--- src/hw/rtl/sg3_pkg.sv ---
// ----------------------------------------------------------------------------
// sg3_pkg
// Shared widths, register indexes and types of the 3x3 Sobel gradient core.
// ----------------------------------------------------------------------------
package sg3_pkg;

  localparam int PIX_W        = 8;
  localparam int GRAD_W       = 11;
  localparam int COORD_W      = 10;
  localparam int CFG_W        = 11;
  localparam int CFG_ADDR_W   = 1;
  localparam int OUT_DATA_W   = 48;

  localparam int MAX_WIDTH_DEF  = 1024;
  localparam int MAX_HEIGHT_DEF = 1024;

  localparam logic [CFG_W-1:0] WIDTH_RESET  = CFG_W'(640);
  localparam logic [CFG_W-1:0] HEIGHT_RESET = CFG_W'(480);

  localparam logic [CFG_ADDR_W-1:0] CFG_IDX_WIDTH  = 1'b0;
  localparam logic [CFG_ADDR_W-1:0] CFG_IDX_HEIGHT = 1'b1;

  typedef struct packed {
    logic interior;
    logic last;
  } pos_flags_t;

endpackage

--- src/hw/rtl/sg3_grad.sv ---
// ----------------------------------------------------------------------------
// sg3_grad
// 3x3 window registers and Sobel x/y gradient arithmetic.
// ----------------------------------------------------------------------------
module sg3_grad (
  input  logic                               clk_i,
  input  logic                               rst_ni,
  input  logic                               shift_i,
  input  logic        [sg3_pkg::PIX_W-1:0]   top_i,
  input  logic        [sg3_pkg::PIX_W-1:0]   mid_i,
  input  logic        [sg3_pkg::PIX_W-1:0]   bot_i,
  output logic signed [sg3_pkg::GRAD_W-1:0]  grad_horiz_o,
  output logic signed [sg3_pkg::GRAD_W-1:0]  grad_vert_o
);
  import sg3_pkg::*;

  localparam int EXT = GRAD_W - PIX_W;

  // 0..2: column c-2 (top, mid, bottom), 3..5: column c-1
  logic [PIX_W-1:0] win_q [6];

  logic signed [GRAD_W-1:0] tl, ml, bl, tm, bm, tr, mr, br;

  always_ff @(posedge clk_i or negedge rst_ni) begin
    if (!rst_ni) begin
      for (int i = 0; i < 6; i++) begin
        win_q[i] <= '0;
      end
    end else if (shift_i) begin
      win_q[0] <= win_q[3];
      win_q[1] <= win_q[4];
      win_q[2] <= win_q[5];
      win_q[3] <= top_i;
      win_q[4] <= mid_i;
      win_q[5] <= bot_i;
    end
  end

  assign tl = $signed({{EXT{1'b0}}, win_q[0]});
  assign ml = $signed({{EXT{1'b0}}, win_q[1]});
  assign bl = $signed({{EXT{1'b0}}, win_q[2]});
  assign tm = $signed({{EXT{1'b0}}, win_q[3]});
  assign bm = $signed({{EXT{1'b0}}, win_q[5]});
  assign tr = $signed({{EXT{1'b0}}, top_i});
  assign mr = $signed({{EXT{1'b0}}, mid_i});
  assign br = $signed({{EXT{1'b0}}, bot_i});

  assign grad_horiz_o = (tr + (mr <<< 1) + br) - (tl + (ml <<< 1) + bl);
  assign grad_vert_o  = (bl + (bm <<< 1) + br) - (tl + (tm <<< 1) + tr);

endmodule

--- config.mk ---
export PLATFORM = sky130hd
export DESIGN_NAME = sg3_grad
export DESIGN_NICKNAME = d
export VERILOG_FILES = /design/src/hw/rtl/sg3_pkg.sv /design/src/hw/rtl/sg3_grad.sv
export SDC_FILE = /design/constraint.sdc
export NUM_CORES = 1
export LEC_CHECK = 0
export BUFFER_PORTS_ARGS = -buffer_cell sky130_fd_sc_hd__buf_2
export CAP_MARGIN = 20
export CORE_ASPECT_RATIO = 0.5
export CORE_MARGIN = 3
export CORE_UTILIZATION = 41
export CTS_BUF_LIST = sky130_fd_sc_hd__clkbuf_4 sky130_fd_sc_hd__clkbuf_8 sky130_fd_sc_hd__clkbuf_16
export DETAILED_ROUTE_END_ITERATION = 7
export PLACE_DENSITY = 0.6
export SLEW_MARGIN = 40
export SYNTH_ARGS = -nofsm -noshare
export SYNTH_HDL_FRONTEND = slang
export SYNTH_SLANG_ARGS = --single-unit
--- constraint.sdc ---
create_clock -name clk_i -period 4.9 [get_ports clk_i]
set_input_delay 0.735 -clock clk_i [delete_from_list [all_inputs] [get_ports clk_i]]
set_output_delay 0.735 -clock clk_i [all_outputs]
set_load 0.02 [all_outputs]
==> results.toml <==
[die]
die_h_um = 78.41
row_count = 25
core_area_um2 = 9822
start_util = 0.4377
die_w_um = 150.8
die_area_um2 = 11820
num_io_pins = 49

[setup_path]
rr_endpoint = "tm[0]"
arrival_ns = 4.07
r2r_slack_ns = 4.02
crit_required_ns = 4.16
r2r_cells = 2
criticalPathCategory = "register to output pin"
r2r-start = "tm[0]"
path_max_fanout = 6
worstSetupStartpointType = "register"
endpoint_kind = "output pin"
startpoint = "tm[0]"

[clocking]
cts.clk_slew.worst_paths_ns = 0.07
cts_buffer_depth = 2
clkSinkCount = 48
cts_buffers = 5
cts_tree = "yes"
htreeDepth = 2
clock_latency_ns = 0.29
cts_root_buf = "clkbuf_16"

[synthesis]
yosys.cell_types.count = 36
synth_edf_count = 0
synth_mux_area_frac = 0.06548
yosys_warnings = 0
synth_top_family_by_area = "adder cells"
ys_seq_area_frac = 0.2794
yosys.area_share.simple = 0.05821
synth-seq-cells = 48
synth.top_cell.area_share = 0.2794
syn_nets = 531
avgSynthCellArea_um2 = 10.38
synth_xor_area_frac = 0.05704
netlist_area_um2 = 4299
synth_cells = 414
ys_top_cells_by_area = "dfrtp_1 (28%), fa_1 (23%), ha_1 (12%), inv_1 (7.0%), mux2_2 (6.5%)"
synth_most_common_cell = "inv_1"
synth_flop_cell = "dfrtp_1"
synth-compound-area-share = 0.1150
yosysTopAreaCell = "dfrtp_1"
async_reset_ff_frac = 1.000
synthAdderAreaFrac = 0.3475
synth_common_cells = "inv_1 (80), fa_1 (49), dfrtp_1 (48)"

[placement]
place_area_um2 = 4698
hpwlAfterDp_mm = 6.502
place.gp.congestion = 0.7763
port_buffers = 48
placedCellCount = 592

[layout]
syn2layout_area_growth_pct = 17.78
diodes = 0
stdcell_count = 606
multi_input_area_um2 = 2908
fill_cells = 946
nets = 587
regArea_um2 = 1201
drive_gt1_frac = 0.2505
final_area_um2 = 5064

[detailed_routing]
drt-total-wl_mm = 8.232
drtIter0Drc = 116
vias_per_cell = 4.802
wire_per_inst_um = 13.58
vias = 2910
antenna_left = 0
drt-pass1-iter-count = 4
drc = 0

[sta]
finalHoldViolations = 0
relSlewSlack = 0.5728
finalCriticalPeriod_ns = 4.806
clock_skew_ns = 0.004880
slew_violations = 0
rsz0062_at_grt = "true"
min_period_over_period = 0.9808
max_freq_mhz = 208.1
finalSetupTns_ns = 0
setup_viol = 0
tightestPinTransition_ns = 0.6408

[global_route]
antenna_found_initial = 0
gr-total-overflow = 0
grt_max_degree = 49
grt_usage = 0.1487
grt_pass1_vias = 2928
grt_pass1_wl_mm = 13.88

[run_status]
outcome = "completed"

[min_path]
hold_path.class = "register to register"
holdPathEnd = "ml[2]"
min_from = "win_q[10]"
min_delay_path_depth = 2

[job]
maxCapViolations = 0
layer usage:
layer	share of wire	track usage
met4	0.0072	0.02712
met3	0.035	0.03057
met5	0	0
met2	0.45	0.2312
met1	0.51	0.2177
worst max path at each step:
stage / endpoint / cells after the start / slack (ns)
2_1_floorplan: grad_vert_o[10] / 16 / 0.38
6_report: grad_vert_o[9] / 18 / 0.09
4_1_cts: grad_vert_o[9] / 17 / 0.001
3_5_place_dp: grad_vert_o[9] / 17 / 0.13
3_3_place_gp: grad_vert_o[9] / 17 / 0.18
5_1_grt: grad_vert_o[9] / 18 / -0.11
metrics by stage:
stage / hold WS, ns / utilization / setup WS, ns
floorplan: 0.4394 / - / 0.3783
global placement: 0.4574 / 0.4783 / 0.1819
detailed placement: 0.4739 / 0.4783 / 0.1295
CTS: 0.4895 / 0.5018 / 0.001339
global route: 0.5202 / 0.5155 / -0.1064
finish: 0.4862 / 0.5155 / 0.09390
logic make-up after synthesis:
family	after synthesis
xor gates and xnor gates	28
AOI/OAI and AO/OA	79
muxes	25
and+or+nand+nor	56
DFF	48
adders and majority gates	90
buffers and inverters	88
placed cells by master, fill, tap and decap left out, drive strengths merged:
cell type and n:
o211ai 1, nor2b 2, a2111oi 2, and3 3, xnor2 20, or3 1
a21o 6, dfrtp 48, o2111ai 1, a21oi 18, o21ai 35, nand2 27
nand2b 1, buf 57, and2 1, o21a 4, a221o 1, nor3 5
o221ai 2, a211oi 1, mux2 25, nor2 9, nand3 7, clkinv 1
a21boi 2, ha 41, clkbuf 6, a31oi 2, o21bai 4, inv 80
xor2 8, bufinv 1, fa 49
layout make-up:
type / count / area share
Multi-Input combinational cell: 278 / 0.5743
Sequential cell: 48 / 0.2372
Timing Repair Buffer: 57 / 0.06276
Inverter: 80 / 0.05930
Tap cell: 135 / 0.03336
Clock buffer: 6 / 0.02619
Clock inverter: 2 / 0.006919
registers in the layout (all words and copies together) (netlist names):
signal and cells:
bl 8, bm 8, ml 8, tl 8
tm 8, win_q 8
critical path, stage by stage, from the launching register on:
cell and delay [ns]:
dfrtp_1 0.38, ha_2 0.20, inv_2 0.06, fa_2 0.21, nand2b_4 0.14, a21boi_4 0.05, o21ai_2 0.22, nand2_1 0.08
a221o_1 0.37, fa_1 0.56, inv_2 0.04, fa_1 0.51, inv_2 0.05, ha_4 0.23, a21oi_1 0.16, o21ai_2 0.08
a21oi_2 0.15, xnor2_1 0.13, buf_4 0.16
what timing repair did:
| action | CTS | global route |
|---|---|---|
| endpoints found under the setup margin | 4 | 6 |
| resized for setup | 9 | 23 |
| hold buffers | 0 | 0 |
| pin swaps | 2 | 16 |
| setup buffers | 2 | 4 |
Power is left out: the tool's default activity adds up to more than one toggle a clock period on the data nets, which glitch-free logic cannot reach.
