### src/hw/rtl/sg3_pkg.sv
// ----------------------------------------------------------------------------
// sg3_pkg
// Shared widths, register indexes and types of the 3x3 Sobel gradient core.
// ----------------------------------------------------------------------------
package sg3_pkg;

  localparam int PIX_W        = 8;
  localparam int GRAD_W       = 11;
  localparam int COORD_W      = 10;
  localparam int CFG_W        = 11;
  localparam int CFG_ADDR_W   = 1;
  localparam int OUT_DATA_W   = 48;

  localparam int MAX_WIDTH_DEF  = 1024;
  localparam int MAX_HEIGHT_DEF = 1024;

  localparam logic [CFG_W-1:0] WIDTH_RESET  = CFG_W'(640);
  localparam logic [CFG_W-1:0] HEIGHT_RESET = CFG_W'(480);

  localparam logic [CFG_ADDR_W-1:0] CFG_IDX_WIDTH  = 1'b0;
  localparam logic [CFG_ADDR_W-1:0] CFG_IDX_HEIGHT = 1'b1;

  typedef struct packed {
    logic interior;
    logic last;
  } pos_flags_t;

endpackage

### src/hw/rtl/sg3_pos.sv
// ----------------------------------------------------------------------------
// sg3_pos
// Frame geometry registers and raster position counters.
// ----------------------------------------------------------------------------
module sg3_pos #(
  parameter int MAX_WIDTH  = sg3_pkg::MAX_WIDTH_DEF,
  parameter int MAX_HEIGHT = sg3_pkg::MAX_HEIGHT_DEF
) (
  input  logic                           clk_i,
  input  logic                           rst_ni,
  input  logic                           cfg_we_i,
  input  logic [sg3_pkg::CFG_ADDR_W-1:0] cfg_addr_i,
  input  logic [sg3_pkg::CFG_W-1:0]      cfg_data_i,
  input  logic                           step_i,
  output logic [$clog2(MAX_WIDTH)-1:0]   col_o,
  output logic [sg3_pkg::COORD_W-1:0]    center_row_o,
  output logic [sg3_pkg::COORD_W-1:0]    center_col_o,
  output sg3_pkg::pos_flags_t            flags_o
);
  import sg3_pkg::*;

  localparam int CW  = $clog2(MAX_WIDTH);
  localparam int RW  = $clog2(MAX_HEIGHT);
  localparam int WW  = $clog2(MAX_WIDTH + 1);
  localparam int HW  = $clog2(MAX_HEIGHT + 1);
  localparam int XWW = (WW > CFG_W) ? WW : CFG_W;
  localparam int XHW = (HW > CFG_W) ? HW : CFG_W;

  logic [CFG_W-1:0] width_q, height_q;
  logic [CW-1:0]    col_q, col_d;
  logic [RW-1:0]    row_q, row_d;

  logic [XWW-1:0] width_x;
  logic [XHW-1:0] height_x;
  logic [WW-1:0]  w_eff, c_inc;
  logic [HW-1:0]  h_eff, row_pre, r_inc;
  logic [CW-1:0]  c_cur;
  logic [RW-1:0]  r_cur;

  always_ff @(posedge clk_i or negedge rst_ni) begin
    if (!rst_ni) begin
      width_q  <= WIDTH_RESET;
      height_q <= HEIGHT_RESET;
    end else if (cfg_we_i) begin
      unique case (cfg_addr_i)
        CFG_IDX_WIDTH:  width_q  <= cfg_data_i;
        CFG_IDX_HEIGHT: height_q <= cfg_data_i;
        default: ;
      endcase
    end
  end

  // saturate geometry to 3..MAX
  always_comb begin
    width_x  = XWW'(width_q);
    height_x = XHW'(height_q);
    if (width_x < XWW'(3)) begin
      w_eff = WW'(3);
    end else if (width_x > XWW'(MAX_WIDTH)) begin
      w_eff = WW'(MAX_WIDTH);
    end else begin
      w_eff = WW'(width_x);
    end
    if (height_x < XHW'(3)) begin
      h_eff = HW'(3);
    end else if (height_x > XHW'(MAX_HEIGHT)) begin
      h_eff = HW'(MAX_HEIGHT);
    end else begin
      h_eff = HW'(height_x);
    end
  end

  always_comb begin
    // wrap first in case the geometry shrank since the last transaction
    if (WW'(col_q) >= w_eff) begin
      c_cur   = '0;
      row_pre = HW'(row_q) + HW'(1);
    end else begin
      c_cur   = col_q;
      row_pre = HW'(row_q);
    end
    r_cur = (row_pre >= h_eff) ? '0 : RW'(row_pre);

    c_inc = WW'(c_cur) + WW'(1);
    r_inc = HW'(r_cur) + HW'(1);
    if (c_inc >= w_eff) begin
      col_d = '0;
      row_d = (r_inc >= h_eff) ? '0 : RW'(r_inc);
    end else begin
      col_d = CW'(c_inc);
      row_d = r_cur;
    end
  end

  always_ff @(posedge clk_i or negedge rst_ni) begin
    if (!rst_ni) begin
      col_q <= '0;
      row_q <= '0;
    end else if (step_i) begin
      col_q <= col_d;
      row_q <= row_d;
    end
  end

  assign col_o            = c_cur;
  assign center_row_o     = COORD_W'(r_cur - RW'(1));
  assign center_col_o     = COORD_W'(c_cur - CW'(1));
  assign flags_o.interior = (r_cur >= RW'(2)) && (c_cur >= CW'(2));
  assign flags_o.last     = (HW'(r_cur) == h_eff - HW'(1)) && (WW'(c_cur) == w_eff - WW'(1));

endmodule

### config.mk
export PLATFORM = sky130hd
export DESIGN_NAME = sg3_pos
export DESIGN_NICKNAME = d
export VERILOG_FILES = /design/src/hw/rtl/sg3_pkg.sv /design/src/hw/rtl/sg3_pos.sv
export SDC_FILE = /design/constraint.sdc
export NUM_CORES = 1
export LEC_CHECK = 0
export ABC_AREA = 1
export BUFFER_PORTS_ARGS = -buffer_cell sky130_fd_sc_hd__buf_2
export CAP_MARGIN = 0
export CELL_PAD_IN_SITES_DETAIL_PLACEMENT = 1
export CELL_PAD_IN_SITES_GLOBAL_PLACEMENT = 2
export CORE_MARGIN = 1.5
export CORE_UTILIZATION = 36
export CTS_CLUSTER_DIAMETER = 120
export DETAILED_ROUTE_END_ITERATION = 8
export GPL_TIMING_DRIVEN = 0
export HOLD_SLACK_MARGIN = 0.03
export MAX_ROUTING_LAYER = met4
export PLACE_DENSITY_LB_ADDON = 0.25
export SYNTH_ARGS = -nofsm -noshare
export SYNTH_HDL_FRONTEND = slang
export SYNTH_SLANG_ARGS = --single-unit
export TNS_END_PERCENT = 100
### constraint.sdc
create_clock -name clk_i -period 12.3 [get_ports clk_i]
set_input_delay 1.23 -clock clk_i [delete_from_list [all_inputs] [get_ports clk_i]]
set_output_delay 1.23 -clock clk_i [all_outputs]
set_load 0.05 [all_outputs]
==> out/qor.yml <==
setup_path:
  crit_required_ns: 11.07
  path_class: "reg2out"
  path_common_cell: "nand2_1"
  cp_max_fo: 10
  cpMaxStageDelayCell: "dfrtp_1"
  endpoint_kind: "primary output"
  slowest_delay_ns: 0.44
  critPathLaunchType: "register"
  rrSetupSlack_ns: 5.21
  cp.arrival_ns: 6.02
sta:
  tightestPinTransition_ns: 0.997
  fin_worst_skew_ns: 0.0170
  finalSetupTns_ns: 0
  finalWorstSetupSlack_ns: 5.05
  slew_viol_final: 0
  fin_crit_ns: 7.25
  hold_viol: 0
  relSlewSlack_pct: 33.5
  finalSetupViolations: 0
  rsz0062_at_grt: "false"
  min_period_over_period_pct: 58.9
  whs_ns: 0.487
  fmax_ghz: 0.138
layout:
  nNetsFinal: 910
  fillCellCount: 1919
  final_cell_mix: "nand2_1 (223), inv_1 (108), nor2_1 (74)"
  multi_input_area_um2: 3450
  area_growth_pct: 11.9
  register_area_um2: 1060
  num_antenna_cells: 0
  drive_gt1_share_pct: 12.8
  final_common_cell: "nand2_1"
global_routing:
  antenna_found_initial: 0
  grt_pass1_wl_mm: 28.3
  grt_start_max_net_pins: 43
  track_usage_pct: 25.5
  grt_overflow: 0
  grt_pass1_vias: 5516
routing:
  routed_wl_mm: 17.4
  drc: 0
  drt_iter0_drc: 195
  drt-pass1-iter-count: 4
  vias: 5338
  wire_per_inst_um: 17.0
  ant_nets: 0
  viasPerCell: 5.22
synth:
  ys_warn_count: 0
  synth_cell_type_count: 49
  ys_async_sr_fraction_pct: 100
  synth_ff_type: "dfrtp_1"
  syn_inst: 789
  synth_area_per_cell_um2: 6.39
  synth.yosys.seq_area_share_pct: 21.0
  syn_nets: 857
  synth-edff-count: 0
  synth_seq_cells: 42
  synth_area_um2: 5040
floorplan:
  core-area_um2: 13800
  dieArea_um2: 14700
  rows: 43
  fp.dieW_um: 121
  start_util_pct: 36.6
  die_y_um: 121
  pin_count: 48
status:
  status: "completed"
place:
  portBuffers: 46
  gp_congestion: 0.849
  hpwl_mm: 14.6
  dpl_worst_slack_ns: 5.30
clock_tree:
  numCtsBuffers: 5
  clockRootBuffer: "clkbuf_16"
  postCtsSetupBuffers: 0
  clk_latency_ns: 0.30
  holdBufCountCts: 0
  clockBufferDepth: 2
  clock-sinks: 42
  htree_num_levels: 2
  cts.clk_slew.worst_paths_ns: 0.06
  cts_resized: 0
  cts_tree: "built"
worst_hold_path:
  hp-class: "reg2reg"
job:
  max-cap-violations: 0
logic make-up after synthesis:
group / share of synthesized area (%)
DFF: 21.0
buffers and inverters: 10.6
and+or+nand+nor: 38.2
adders and majority gates: 12.9
AOI/OAI and AO/OA: 12.1
xor gates and xnor gates: 5.21
worst paths after layout:
check | end | cells after the start | from
max | flags_o[0] | 33 | width_q[4]$_DFFE_PN0P_
min | width_q[8]$_DFFE_PN0P_ | 2 | width_q[8]$_DFFE_PN0P_
max reg2reg | row_q[6]$_DFFE_PN0P_ | 39 | width_q[4]$_DFFE_PN0P_
min reg2reg | width_q[8]$_DFFE_PN0P_ | 2 | width_q[8]$_DFFE_PN0P_
max in group asynchronous | row_q[4]$_DFFE_PN0P_ | 1 | rst_ni
min in group asynchronous | col_q[8]$_DFFE_PN0P_ | 1 | rst_ni
sequential cells by signal, indices dropped and copies added, names as in the netlist:
signal and count:
col_q 10, height_q 11, row_q 10, width_q 11
synthesized netlist by cell type (2+ instances only):
cell type | number | area share [%]
nand2_1 | 223 | 17
a31oi_1 | 4 | 0.50
inv_2 | 10 | 0.75
dfrtp_1 | 36 | 18
nor3_2 | 5 | 0.99
nand2_4 | 2 | 0.45
ha_1 | 52 | 13
o21ai_0 | 41 | 4.1
nor2_1 | 74 | 5.5
dfstp_2 | 6 | 3.1
nand3_1 | 61 | 6.1
nor2_4 | 6 | 1.3
buf_2 | 2 | 0.20
o21ai_2 | 3 | 0.52
a21oi_1 | 23 | 2.3
nor3_1 | 9 | 0.89
a22oi_1 | 5 | 0.75
clkbuf_1 | 8 | 0.60
nor2_2 | 5 | 0.62
nand3_2 | 2 | 0.40
inv_1 | 108 | 8.0
clkinv_1 | 5 | 0.37
nand4_2 | 2 | 0.50
xor2_1 | 25 | 4.3
o211ai_1 | 2 | 0.30
nand3b_1 | 2 | 0.30
xnor2_1 | 5 | 0.87
nor4_1 | 2 | 0.25
and2_1 | 2 | 0.25
o22ai_1 | 8 | 0.99
o21ai_1 | 7 | 0.70
o31ai_1 | 2 | 0.30
buf_6 | 2 | 0.45
nand4_1 | 21 | 2.6
nand2_2 | 5 | 0.62
stage by stage:
stage | std cells | instance area [µm²] | util [%]
after global routing | 1023 | 5640 | 41.0
final | 1023 | 5640 | 41.0
after detailed placement | 1015 | 5490 | 39.9
after CTS | 1023 | 5640 | 41.0
after global placement | 1015 | 5490 | 39.9
after floorplan | 789 | 5040 | -
worst max-delay path, delay by kind of cell, from the launching register on:
kind                       cells  cell delay [ns]
AOI/OAI and AO/OA              3             0.50
buffers and inverters          4             0.84
and+or+nand+nor               22             2.64
DFF                            1             0.44
xor gates and xnor gates       1             0.38
adders and majority gates      3             0.91
per-layer routing:
metal / vias to the layer above / track usage (%) / part of all wire, %
met3: 12 / 3.20 / 2.5
li1: 2676 / - / -
met5: - / - / 0
met2: 58 / 43.3 / 49
met1: 2592 / 33.3 / 48
met4: 0 / 3.75 / 0.85
area by class of cell:
class / instances / area share (%)
clock buffers: 8 / 2.60
flip-flops and latches: 42 / 18.8
multi-input cells: 611 / 61.1
repair buffers: 46 / 4.08
plain buffers: 13 / 1.24
inverters: 123 / 8.19
well taps: 180 / 3.99
Power is not shown: default switching activity piles up to over one toggle a cycle in this logic, so the estimate is an artifact.
